`src/rtl/core/bipolar_swing_peak_detector_assert.svh`:
```
// assertion macros for the swing peak detector
`ifndef BIPOLAR_SWING_PEAK_DETECTOR_ASSERT_SVH
`define BIPOLAR_SWING_PEAK_DETECTOR_ASSERT_SVH

// same-cycle implication
`define BSPD_ASSERT_NOW(name, clk, rst, ante, cons, msg) \
   name: assert property (@(posedge clk) disable iff (rst) (ante) |-> (cons)) else $error(msg);

// next-cycle implication
`define BSPD_ASSERT_NEXT(name, clk, rst, ante, cons, msg) \
   name: assert property (@(posedge clk) disable iff (rst) (ante) |=> (cons)) else $error(msg);

`endif

```
`src/rtl/core/bspd_pkg.sv`:
```
package bspd_pkg;

   localparam int SAMPLE_BITS_DEF = 16;
   localparam int TIME_BITS_DEF   = 32;
   localparam int LEN_BITS        = 24;

   localparam int HIGH_THR_RESET  = 2867;
   localparam int LOW_THR_RESET   = -2253;
   localparam int WINDOW_LEN_RESET  = 250000;
   localparam int HOLDOFF_LEN_RESET = 250000;

   localparam int CSR_INDEX_BITS = 2;

   typedef enum logic [CSR_INDEX_BITS-1:0] {
      CSR_HIGH_THRESHOLD    = 2'd0,
      CSR_LOW_THRESHOLD     = 2'd1,
      CSR_WINDOW_LENGTH_US  = 2'd2,
      CSR_HOLDOFF_LENGTH_US = 2'd3
   } csr_index_type;

   typedef struct packed {
      logic below_low;
      logic above_high;
   } class_type;

endpackage

```
`src/rtl/core/bspd_if.sv`:
```
interface bspd_req_if #(
   parameter int TIME_BITS   = bspd_pkg::TIME_BITS_DEF,
   parameter int SAMPLE_BITS = bspd_pkg::SAMPLE_BITS_DEF
);
   logic                          valid;
   logic                          ready;
   logic        [TIME_BITS-1:0]   sample_time_us;
   logic signed [SAMPLE_BITS-1:0] sample_accel;

   modport source (output valid, output sample_time_us, output sample_accel, input ready);
   modport sink   (input valid, input sample_time_us, input sample_accel, output ready);
endinterface

interface bspd_rsp_if #(
   parameter int TIME_BITS   = bspd_pkg::TIME_BITS_DEF,
   parameter int SAMPLE_BITS = bspd_pkg::SAMPLE_BITS_DEF
);
   logic                          valid;
   logic                          ready;
   logic        [TIME_BITS-1:0]   peak_time_us;
   logic signed [SAMPLE_BITS-1:0] peak_accel;

   modport source (output valid, output peak_time_us, output peak_accel, input ready);
   modport sink   (input valid, input peak_time_us, input peak_accel, output ready);
endinterface

```
`src/rtl/core/bspd_front.sv`:
```
module bspd_front #(
   parameter int TIME_BITS   = bspd_pkg::TIME_BITS_DEF,
   parameter int SAMPLE_BITS = bspd_pkg::SAMPLE_BITS_DEF,
   parameter int ENTRY_BITS  = TIME_BITS + SAMPLE_BITS + $bits(bspd_pkg::class_type)
) (
   bspd_req_if.sink                      req_chan,
   input  logic signed [SAMPLE_BITS-1:0] high_threshold,
   input  logic signed [SAMPLE_BITS-1:0] low_threshold,
   output logic                          push_valid,
   input  logic                          push_ready,
   output logic        [ENTRY_BITS-1:0]  push_data
);

   bspd_pkg::class_type cls;

   always_comb begin
      cls.below_low  = req_chan.sample_accel < low_threshold;
      cls.above_high = req_chan.sample_accel > high_threshold;
   end

   assign push_valid     = req_chan.valid;
   assign req_chan.ready = push_ready;
   assign push_data      = {cls, req_chan.sample_time_us, req_chan.sample_accel};

endmodule

```
`src/rtl/core/bspd_queue.sv`:
```
module bspd_queue #(
   parameter int WIDTH = 8,
   parameter int DEPTH = 2
) (
   input  logic             clock,
   input  logic             reset,
   input  logic             in_valid,
   output logic             in_ready,
   input  logic [WIDTH-1:0] in_data,
   output logic             out_valid,
   input  logic             out_ready,
   output logic [WIDTH-1:0] out_data
);

   localparam int PTR_BITS = (DEPTH > 1) ? $clog2(DEPTH) : 1;
   localparam int CNT_BITS = $clog2(DEPTH + 1);

   logic [WIDTH-1:0]    entry_ff [DEPTH];
   logic [PTR_BITS-1:0] wr_ptr_ff, wr_ptr_in;
   logic [PTR_BITS-1:0] rd_ptr_ff, rd_ptr_in;
   logic [CNT_BITS-1:0] count_ff, count_in;
   logic                push, pop;

   assign in_ready  = count_ff != CNT_BITS'(DEPTH);
   assign out_valid = count_ff != '0;
   assign out_data  = entry_ff[rd_ptr_ff];
   assign push      = in_valid && in_ready;
   assign pop       = out_valid && out_ready;

   always_comb begin
      wr_ptr_in = wr_ptr_ff;
      rd_ptr_in = rd_ptr_ff;
      count_in  = count_ff;
      if (push) begin
         wr_ptr_in = (wr_ptr_ff == PTR_BITS'(DEPTH - 1)) ? '0 : wr_ptr_ff + 1'b1;
      end
      if (pop) begin
         rd_ptr_in = (rd_ptr_ff == PTR_BITS'(DEPTH - 1)) ? '0 : rd_ptr_ff + 1'b1;
      end
      if (push && !pop) begin
         count_in = count_ff + 1'b1;
      end else if (pop && !push) begin
         count_in = count_ff - 1'b1;
      end
   end

   always_ff @(posedge clock) begin
      if (reset) begin
         wr_ptr_ff <= '0;
         rd_ptr_ff <= '0;
         count_ff  <= '0;
      end else begin
         wr_ptr_ff <= wr_ptr_in;
         rd_ptr_ff <= rd_ptr_in;
         count_ff  <= count_in;
      end
   end

   always_ff @(posedge clock) begin
      if (push) begin
         entry_ff[wr_ptr_ff] <= in_data;
      end
   end

endmodule

```
`src/rtl/core/bspd_back.sv`:
```
module bspd_back #(
   parameter int TIME_BITS   = bspd_pkg::TIME_BITS_DEF,
   parameter int SAMPLE_BITS = bspd_pkg::SAMPLE_BITS_DEF,
   parameter int ENTRY_BITS  = TIME_BITS + SAMPLE_BITS + $bits(bspd_pkg::class_type)
) (
   input  logic                           clock,
   input  logic                           reset,
   input  logic                           pop_valid,
   output logic                           pop_ready,
   input  logic [ENTRY_BITS-1:0]          pop_data,
   input  logic [bspd_pkg::LEN_BITS-1:0]  window_length_us,
   input  logic [bspd_pkg::LEN_BITS-1:0]  holdoff_length_us,
   bspd_rsp_if.source                     rsp_chan
);

   localparam int CLASS_BITS = $bits(bspd_pkg::class_type);
   localparam int SUM_BITS   =
      ((TIME_BITS > bspd_pkg::LEN_BITS) ? TIME_BITS : bspd_pkg::LEN_BITS) + 1;
   localparam logic [SUM_BITS-1:0] TIME_MAX = SUM_BITS'({TIME_BITS{1'b1}});

   logic                   [TIME_BITS-1:0] t;
   logic signed          [SAMPLE_BITS-1:0] a;
   bspd_pkg::class_type                    cls;

   logic                          window_open_ff, window_open_in;
   logic                          went_low_ff, went_low_in;
   logic                          went_high_ff, went_high_in;
   logic                          swing_seen_ff, swing_seen_in;
   logic        [TIME_BITS-1:0]   window_end_ff, window_end_in;
   logic signed [SAMPLE_BITS-1:0] best_value_ff, best_value_in;
   logic        [TIME_BITS-1:0]   best_time_ff, best_time_in;
   logic        [TIME_BITS-1:0]   holdoff_end_ff, holdoff_end_in;
   logic                          rsp_valid_ff, rsp_valid_in;
   logic        [TIME_BITS-1:0]   peak_time_ff;
   logic signed [SAMPLE_BITS-1:0] peak_accel_ff;

   logic                advance, emit;
   logic [SUM_BITS-1:0] window_sum, holdoff_sum;
   logic [TIME_BITS-1:0] window_end_sat, holdoff_end_sat;

   assign a   = pop_data[SAMPLE_BITS-1:0];
   assign t   = pop_data[SAMPLE_BITS +: TIME_BITS];
   assign cls = bspd_pkg::class_type'(pop_data[TIME_BITS+SAMPLE_BITS +: CLASS_BITS]);

   assign advance   = pop_valid && (!rsp_valid_ff || rsp_chan.ready);
   assign pop_ready = advance;

   // saturating end times
   assign window_sum      = SUM_BITS'(t) + SUM_BITS'(window_length_us);
   assign holdoff_sum     = SUM_BITS'(best_time_ff) + SUM_BITS'(holdoff_length_us);
   assign window_end_sat  = (window_sum > TIME_MAX) ? TIME_MAX[TIME_BITS-1:0]
                                                    : window_sum[TIME_BITS-1:0];
   assign holdoff_end_sat = (holdoff_sum > TIME_MAX) ? TIME_MAX[TIME_BITS-1:0]
                                                     : holdoff_sum[TIME_BITS-1:0];

   always_comb begin
      window_open_in = window_open_ff;
      went_low_in    = went_low_ff;
      went_high_in   = went_high_ff;
      swing_seen_in  = swing_seen_ff;
      window_end_in  = window_end_ff;
      best_value_in  = best_value_ff;
      best_time_in   = best_time_ff;
      holdoff_end_in = holdoff_end_ff;
      emit           = 1'b0;
      if (advance && (t > holdoff_end_ff)) begin
         priority if (!window_open_ff) begin
            if (cls.below_low || cls.above_high) begin
               window_open_in = 1'b1;
               window_end_in  = window_end_sat;
               went_low_in    = cls.below_low;
               went_high_in   = !cls.below_low;
               best_value_in  = a;
               best_time_in   = t;
            end
         end else if (t < window_end_ff) begin
            if ((went_high_ff && cls.below_low) || (went_low_ff && cls.above_high)) begin
               swing_seen_in = 1'b1;
            end
            if (a > best_value_ff) begin
               best_value_in = a;
               best_time_in  = t;
            end
         end else begin
            // window close
            emit           = swing_seen_ff;
            window_open_in = 1'b0;
            went_low_in    = 1'b0;
            went_high_in   = 1'b0;
            swing_seen_in  = 1'b0;
            holdoff_end_in = holdoff_end_sat;
         end
      end
   end

   always_comb begin
      rsp_valid_in = rsp_valid_ff;
      if (advance && emit) begin
         rsp_valid_in = 1'b1;
      end else if (rsp_chan.ready) begin
         rsp_valid_in = 1'b0;
      end
   end

   always_ff @(posedge clock) begin
      if (reset) begin
         window_open_ff <= 1'b0;
         went_low_ff    <= 1'b0;
         went_high_ff   <= 1'b0;
         swing_seen_ff  <= 1'b0;
         window_end_ff  <= '0;
         best_value_ff  <= '0;
         best_time_ff   <= '0;
         holdoff_end_ff <= '0;
         rsp_valid_ff   <= 1'b0;
      end else begin
         window_open_ff <= window_open_in;
         went_low_ff    <= went_low_in;
         went_high_ff   <= went_high_in;
         swing_seen_ff  <= swing_seen_in;
         window_end_ff  <= window_end_in;
         best_value_ff  <= best_value_in;
         best_time_ff   <= best_time_in;
         holdoff_end_ff <= holdoff_end_in;
         rsp_valid_ff   <= rsp_valid_in;
      end
   end

   always_ff @(posedge clock) begin
      if (advance && emit) begin
         peak_time_ff  <= best_time_ff;
         peak_accel_ff <= best_value_ff;
      end
   end

   assign rsp_chan.valid        = rsp_valid_ff;
   assign rsp_chan.peak_time_us = peak_time_ff;
   assign rsp_chan.peak_accel   = peak_accel_ff;

endmodule

```
`src/rtl/core/bipolar_swing_peak_detector.sv`:
```
// channel   dir  payload                        handshake
// req_chan  in   sample_time_us, sample_accel   valid/ready
// rsp_chan  out  peak_time_us, peak_accel       valid/ready
// csr_*     in   csr_index, csr_wdata           csr_wen, no back-pressure
//
// one request per cycle sustained while rsp_chan is not stalled; the back end updates all detector state
// once per request, behind a two-entry queue fed by the front end
// a response is valid in the cycle after the back end accepts the closing request
// reset is synchronous and returns registers to their default values, state to zero
// a stalled response holds the back end; the queue keeps req_chan ready for up to two more
`include "bipolar_swing_peak_detector_assert.svh"

module bipolar_swing_peak_detector #(
   parameter int SAMPLE_BITS = bspd_pkg::SAMPLE_BITS_DEF,
   parameter int TIME_BITS   = bspd_pkg::TIME_BITS_DEF,
   parameter int CSR_BITS    =
      (SAMPLE_BITS > bspd_pkg::LEN_BITS) ? SAMPLE_BITS : bspd_pkg::LEN_BITS
) (
   input  logic                                clock,
   input  logic                                reset,
   bspd_req_if.sink                            req_chan,
   bspd_rsp_if.source                          rsp_chan,
   input  logic                                csr_wen,
   input  logic [bspd_pkg::CSR_INDEX_BITS-1:0] csr_index,
   input  logic [CSR_BITS-1:0]                 csr_wdata
);

   localparam int ENTRY_BITS = TIME_BITS + SAMPLE_BITS + $bits(bspd_pkg::class_type);
   localparam int LEN_BITS   = bspd_pkg::LEN_BITS;

   logic signed [SAMPLE_BITS-1:0] high_threshold_ff, low_threshold_ff;
   logic        [LEN_BITS-1:0]    window_length_ff, holdoff_length_ff;

   logic                  push_valid, push_ready;
   logic [ENTRY_BITS-1:0] push_data;
   logic                  q_valid, q_ready;
   logic [ENTRY_BITS-1:0] q_data;
   logic                  q_pop, rsp_stall;

   always_ff @(posedge clock) begin
      if (reset) begin
         high_threshold_ff <= SAMPLE_BITS'(bspd_pkg::HIGH_THR_RESET);
         low_threshold_ff  <= SAMPLE_BITS'(bspd_pkg::LOW_THR_RESET);
         window_length_ff  <= LEN_BITS'(bspd_pkg::WINDOW_LEN_RESET);
         holdoff_length_ff <= LEN_BITS'(bspd_pkg::HOLDOFF_LEN_RESET);
      end else if (csr_wen) begin
         unique case (bspd_pkg::csr_index_type'(csr_index))
            bspd_pkg::CSR_HIGH_THRESHOLD:    high_threshold_ff <= csr_wdata[SAMPLE_BITS-1:0];
            bspd_pkg::CSR_LOW_THRESHOLD:     low_threshold_ff  <= csr_wdata[SAMPLE_BITS-1:0];
            bspd_pkg::CSR_WINDOW_LENGTH_US:  window_length_ff  <= csr_wdata[LEN_BITS-1:0];
            bspd_pkg::CSR_HOLDOFF_LENGTH_US: holdoff_length_ff <= csr_wdata[LEN_BITS-1:0];
            default: ;
         endcase
      end
   end

   bspd_front #(
      .TIME_BITS   (TIME_BITS),
      .SAMPLE_BITS (SAMPLE_BITS),
      .ENTRY_BITS  (ENTRY_BITS)
   ) u_front (
      .req_chan       (req_chan),
      .high_threshold (high_threshold_ff),
      .low_threshold  (low_threshold_ff),
      .push_valid     (push_valid),
      .push_ready     (push_ready),
      .push_data      (push_data)
   );

   bspd_queue #(
      .WIDTH (ENTRY_BITS),
      .DEPTH (2)
   ) u_queue (
      .clock     (clock),
      .reset     (reset),
      .in_valid  (push_valid),
      .in_ready  (push_ready),
      .in_data   (push_data),
      .out_valid (q_valid),
      .out_ready (q_ready),
      .out_data  (q_data)
   );

   bspd_back #(
      .TIME_BITS   (TIME_BITS),
      .SAMPLE_BITS (SAMPLE_BITS),
      .ENTRY_BITS  (ENTRY_BITS)
   ) u_back (
      .clock             (clock),
      .reset             (reset),
      .pop_valid         (q_valid),
      .pop_ready         (q_ready),
      .pop_data          (q_data),
      .window_length_us  (window_length_ff),
      .holdoff_length_us (holdoff_length_ff),
      .rsp_chan          (rsp_chan)
   );

   assign q_pop     = q_valid && q_ready;
   assign rsp_stall = rsp_chan.valid && !rsp_chan.ready;

   `BSPD_ASSERT_NOW(a_full_implies_pending, clock, reset, !req_chan.ready, q_valid, "full queue")
   `BSPD_ASSERT_NOW(a_stall_holds_back, clock, reset, rsp_stall, !q_ready, "pop under stall")
   `BSPD_ASSERT_NOW(a_rsp_from_pop, clock, reset, $rose(rsp_chan.valid), $past(q_pop), "no pop")

endmodule
```
`src/flat_wrapper.sv`:
```
// flat-port wrapper written by rule: the top's interface ports become plain ports
module bipolar_swing_peak_detector_flat 
#(
   parameter int SAMPLE_BITS = bspd_pkg::SAMPLE_BITS_DEF,
   parameter int TIME_BITS   = bspd_pkg::TIME_BITS_DEF,
   parameter int CSR_BITS    =
      (SAMPLE_BITS > bspd_pkg::LEN_BITS) ? SAMPLE_BITS : bspd_pkg::LEN_BITS
)
  (clock, reset, csr_wen, csr_index, csr_wdata, req_chan_valid, req_chan_sample_time_us, req_chan_sample_accel, req_chan_ready, rsp_chan_valid, rsp_chan_peak_time_us, rsp_chan_peak_accel, rsp_chan_ready);
  bspd_req_if #(.TIME_BITS(TIME_BITS), .SAMPLE_BITS(SAMPLE_BITS)) req_chan_i ();
  bspd_rsp_if #(.TIME_BITS(TIME_BITS), .SAMPLE_BITS(SAMPLE_BITS)) rsp_chan_i ();
  input  logic clock;
  input  logic reset;
  input  logic csr_wen;
  input  logic [bspd_pkg::CSR_INDEX_BITS-1:0] csr_index;
  input  logic [CSR_BITS-1:0] csr_wdata;
  input wire logic [$bits(req_chan_i.valid)-1:0] req_chan_valid;
  input wire logic [$bits(req_chan_i.sample_time_us)-1:0] req_chan_sample_time_us;
  input wire logic [$bits(req_chan_i.sample_accel)-1:0] req_chan_sample_accel;
  output wire logic [$bits(req_chan_i.ready)-1:0] req_chan_ready;
  output wire logic [$bits(rsp_chan_i.valid)-1:0] rsp_chan_valid;
  output wire logic [$bits(rsp_chan_i.peak_time_us)-1:0] rsp_chan_peak_time_us;
  output wire logic [$bits(rsp_chan_i.peak_accel)-1:0] rsp_chan_peak_accel;
  input wire logic [$bits(rsp_chan_i.ready)-1:0] rsp_chan_ready;
  assign req_chan_i.valid = req_chan_valid;
  assign req_chan_i.sample_time_us = req_chan_sample_time_us;
  assign req_chan_i.sample_accel = req_chan_sample_accel;
  assign req_chan_ready = req_chan_i.ready;
  assign rsp_chan_valid = rsp_chan_i.valid;
  assign rsp_chan_peak_time_us = rsp_chan_i.peak_time_us;
  assign rsp_chan_peak_accel = rsp_chan_i.peak_accel;
  assign rsp_chan_i.ready = rsp_chan_ready;
  bipolar_swing_peak_detector #(.SAMPLE_BITS(SAMPLE_BITS), .TIME_BITS(TIME_BITS), .CSR_BITS(CSR_BITS)) u_core (.clock(clock), .reset(reset), .req_chan(req_chan_i), .rsp_chan(rsp_chan_i), .csr_wen(csr_wen), .csr_index(csr_index), .csr_wdata(csr_wdata));
endmodule
```
`config.mk`:
```
export PLATFORM = sky130hd
export DESIGN_NAME = bipolar_swing_peak_detector_flat
export DESIGN_NICKNAME = d
export VERILOG_FILES = /design/src/rtl/core/bspd_pkg.sv /design/src/rtl/core/bspd_if.sv /design/src/rtl/core/bspd_front.sv /design/src/rtl/core/bspd_queue.sv /design/src/rtl/core/bspd_back.sv /design/src/rtl/core/bipolar_swing_peak_detector.sv /design/src/flat_wrapper.sv
export VERILOG_INCLUDE_DIRS = /design/src /design/src/rtl/core
export SDC_FILE = /design/constraint.sdc
export NUM_CORES = 1
export LEC_CHECK = 0
export BUFFER_PORTS_ARGS = -buffer_cell sky130_fd_sc_hd__buf_4
export CORE_MARGIN = 1
export CORE_UTILIZATION = 61
export CTS_BUF_LIST = sky130_fd_sc_hd__clkbuf_16
export DETAILED_ROUTE_END_ITERATION = 10
export PLACE_DENSITY = 0.86
export SYNTH_ARGS = -nofsm -noshare
export SYNTH_HDL_FRONTEND = slang
export SYNTH_SLANG_ARGS = --single-unit
export TNS_END_PERCENT = 50
```
`constraint.sdc`:
```
create_clock -name clock -period 5.85 [get_ports clock]
set_clock_uncertainty 0.2 [all_clocks]
set_input_delay 1.17 -clock clock [delete_from_list [all_inputs] [get_ports clock]]
set_output_delay 1.17 -clock clock [all_outputs]
set_load 0.05 [all_outputs]
```
==> flow_metrics.py <==
metrics = {
    "cells_and_area": {
        "nFillCells": 2099,
        "area_growth_pct": 13.61,
        "fin_nets": 2165,
        "antenna_cells": 0,
        "drive_above_1_share": 0.1606,
        "final_cells": 2339,
    },
    "synth": {
        "synth_top_area_cell": "edfxtp_1",
        "synth_warnings": 0,
        "synth_seq_cells": 350,
        "synthAdderAreaFrac": 0.1118,
        "synth_cells": 1817,
        "post_synth_mux_area_share": 0.03440,
        "synthesis.area_um2": 18150,
        "synthXorXnorAreaFrac": 0.02268,
        "synth_top_flop_cell": "dfxtp_1",
        "synthTopCellsByCount": "203 x nand2_1, 202 x dfxtp_1, 171 x a21oi_1, 159 x ha_1, 148 x edfxtp_1",
        "synth.distinct_cells": 84,
        "synth_most_common_cell": "nand2_1",
        "yosys.area.top_type_share": 0.2448,
        "avgSynthCellArea_um2": 9.990,
        "synth_compound_area_frac": 0.1817,
        "syn-num-nets": 2057,
        "synth-edff-count": 148,
        "synth-simple-area-share": 0.1307,
        "synth_top_family_by_area": "compound AO/OA/AOI/OAI gates",
        "async_flop_share": 0,
        "ys_seq_area_frac": 0.4676,
        "synthTopCellsByArea": "edfxtp_1 24%, dfxtp_1 22%, ha_1 11%, a21oi_1 4.7%, nand2_1 4.2%",
    },
    "worst_setup_path": {
        "end_kind": "flop",
        "crit_type": "reg -> reg",
        "required_ns": 6.09,
        "start_kind": "flop",
        "path_max_fanout": 27,
        "arrival_ns": 5.16,
    },
    "placed_design": {
        "dp.cells": 2269,
        "portBuffers": 128,
        "gp_routability_congestion": 0.9891,
        "hpwl_um": 35720,
    },
    "global_routing": {
        "grt_max_degree": 86,
        "track_usage": 0.3283,
        "grt.overflow.total": 0,
        "antenna_found_initial": 1,
        "grt_pass1_wl_um": 78580,
        "grt_pass1_vias": 14470,
    },
    "die": {
        "dieHeight_um": 174.5,
        "die_w_um": 174.5,
        "rows": 62,
        "dieArea_um2": 30450,
        "coreArea_um2": 29010,
        "start_util": 0.6256,
        "ios": 129,
    },
    "clocking": {
        "cts-htree-levels": 2,
        "cts_setup_buffers": 0,
        "cts_tree": "done",
        "cts_buffer_depth": 3,
        "postCtsResizedCells": 0,
        "clkTransAtPathRegs_ns": 0.07,
        "cts.sinks": 350,
        "ctsHoldBuffers": 0,
        "insertion_delay_ns": 0.54,
        "root_buffer": "clkbuf_16",
        "cts_buffers": 38,
    },
    "power": {
        "power_frac_seq": 0.353,
        "clkPwrFrac": 0.237,
        "power_frac_comb": 0.410,
        "irDropWorstVdd_mv": 0.4182,
        "p_total_mw": 9.616,
        "powerDensity_nw_per_um2": 466.3,
        "power.switching_mw": 3.775,
        "p_int_mw": 5.842,
        "switching_share": 0.3925,
        "p_leak_nw": 8.056,
    },
    "flow_run": {
        "cap_violations": 0,
    },
    "sta": {
        "worstMarginPinSlew_ns": 1.078,
        "setup_viol": 0,
        "slew_headroom": 0.2816,
        "finalMaxSlewViolations": 0,
        "period_needed_ns": 4.926,
        "hold_viol": 0,
        "period_share": 0.8420,
        "rsz0062_at_grt": "no",
        "tns_ns": 0,
        "hold_slack_ns": 0.2571,
        "clock.fmax_ghz": 0.2030,
    },
    "route": {
        "vias_per_cell": 6.405,
        "routedWlPerCell_um": 21.41,
        "firstDrtPassIters": 5,
        "drtAntennaViolNets": 0,
        "dr_total_vias": 14982,
        "dr.first_iter.drc_count": 1568,
        "drc": 0,
        "drt_wl_total_um": 50070,
    },
    "min_path": {
        "min_from": "u_core.high_threshold_ff[6]",
        "hold_class": "reg -> reg",
    },
    "status": {
        "status": "complete, no violations",
    },
}
-- stage by stage --
step | utilization | instance area (µm²) | setup WS, ns
after floorplan | - | 18150 | 0.9386
after detailed placement | 0.6699 | 19430 | 0.9990
after CTS | 0.7108 | 20620 | 0.9440
final | 0.7108 | 20620 | 0.9244
after global routing | 0.7108 | 20620 | 0.6520
after global placement | 0.6699 | 19430 | 1.083
-- layer usage --
metal / vias up / global-route usage / share of wire
met3: 160 / 0.04921 / 0.10
met4: 0 / 0.1359 / 0.043
met1: 7116 / 0.4572 / 0.41
met5: - / 0 / 0
li1: 6850 / - / -
met2: 856 / 0.5121 / 0.44
-- area by class of cell --
type                            instances  area [µm²]  area share
Multi-Input combinational cell       1239        8767      0.4252
Clock inverter                         30       185.2    0.008980
Sequential cell                       350        8489      0.4117
Inverter                              144       540.5     0.02621
Timing Repair Buffer                  152        1157     0.05613
Tap cell                              384       480.5     0.02330
Clock buffer                           40        1001     0.04854
-- path summary, 6_finish.rpt --
path	end	slack, ns	cells after the start
setup / recovery	u_core.u_back.best_time_ff[30]	0.92	12
hold / removal	u_core.high_threshold_ff[6]	0.26	2
setup reg to reg	u_core.u_back.best_time_ff[30]	0.92	12
hold reg to reg	u_core.high_threshold_ff[6]	0.26	2
-- logic make-up after synthesis --
kind of cell	count (synthesis)
AND/OR/NAND/NOR	509
AO/OA/AOI/OAI	465
flip-flops	350
buffers and inverters	228
adder cells (fa/ha/maj)	161
multiplexers	57
XOR/XNOR	47
-- layout by cell type (no fill, tap or decap), drive strengths merged, types with 4 or more instances in the layout --
| cell | netlist | layout |
|---|---|---|
| a21o | 34 | 34 |
| edfxtp | 148 | 148 |
| dfxtp | 202 | 202 |
| o211ai | 23 | 23 |
| o2111ai | 7 | 7 |
| clkinv | 0 | 10 |
| inv | 144 | 160 |
| nand4 | 24 | 24 |
| a31oi | 13 | 13 |
| o31ai | 11 | 11 |
| nand2b | 13 | 13 |
| nor2 | 78 | 78 |
| xnor2 | 17 | 17 |
| and2 | 5 | 5 |
| o311a | 4 | 4 |
| o31a | 4 | 4 |
| nand2 | 203 | 203 |
| mux2i | 17 | 17 |
| mux2 | 40 | 40 |
| nand3 | 32 | 32 |
| and3 | 16 | 16 |
| nor3b | 4 | 4 |
| a21oi | 172 | 172 |
| nor3 | 93 | 93 |
| buf | 32 | 152 |
| a2111oi | 11 | 11 |
| clkbuf | 52 | 40 |
| a311oi | 4 | 4 |
| xor2 | 30 | 30 |
| o21ai | 51 | 51 |
| ha | 159 | 159 |
| o21a | 17 | 17 |
| a221oi | 20 | 20 |
| nor4 | 6 | 6 |
| o311ai | 4 | 4 |
| a211o | 6 | 6 |
| nor2b | 11 | 11 |
| or2 | 11 | 11 |
| a211oi | 49 | 49 |
-- critical path, stage by stage (launching register included) --
cell and delay, ns:
dfxtp_2 0.84, buf_4 0.39, mux2_2 0.39, ha_1 0.32, a21o_1 0.19, a21oi_1 0.14, a21oi_1 0.09, o311ai_0 0.47
nand4_1 0.26, a31oi_4 0.75, buf_4 0.40, a21oi_1 0.11, a211oi_1 0.24
-- flip-flops by register name (all words and copies together), names as in the netlist, named ones only --
name and flops:
u_core.high_threshold_ff 16, u_core.holdoff_length_ff 24, u_core.low_threshold_ff 16, u_core.u_back.best_time_ff 32, u_core.u_back.best_value_ff 16, u_core.u_back.holdoff_end_ff 32
u_core.u_back.rsp_chan.peak_accel 16, u_core.u_back.rsp_chan.peak_time_us 32, u_core.u_back.rsp_chan.valid 1, u_core.u_back.swing_seen_ff 1, u_core.u_back.went_high_ff 1, u_core.u_back.went_low_ff 1
u_core.u_back.window_end_ff 32, u_core.u_back.window_open_ff 1, u_core.u_queue.count_ff 2, u_core.u_queue.entry_ff 100, u_core.u_queue.rd_ptr_ff 1, u_core.u_queue.wr_ptr_ff 1
u_core.window_length_ff 24
-- power groups by stage --
stage | Sequential, mW | Combinational [mW] | Clock, mW
floorplan | 3.24 | 2.92 | 0
CTS | 3.38 | 3.86 | 2.29
finish | 3.39 | 3.94 | 2.28
detailed placement | 3.42 | 3.81 | 0
global route | 3.43 | 4.32 | 2.40
global placement | 3.41 | 3.69 | 0
(Power assumes the default switching activity.)
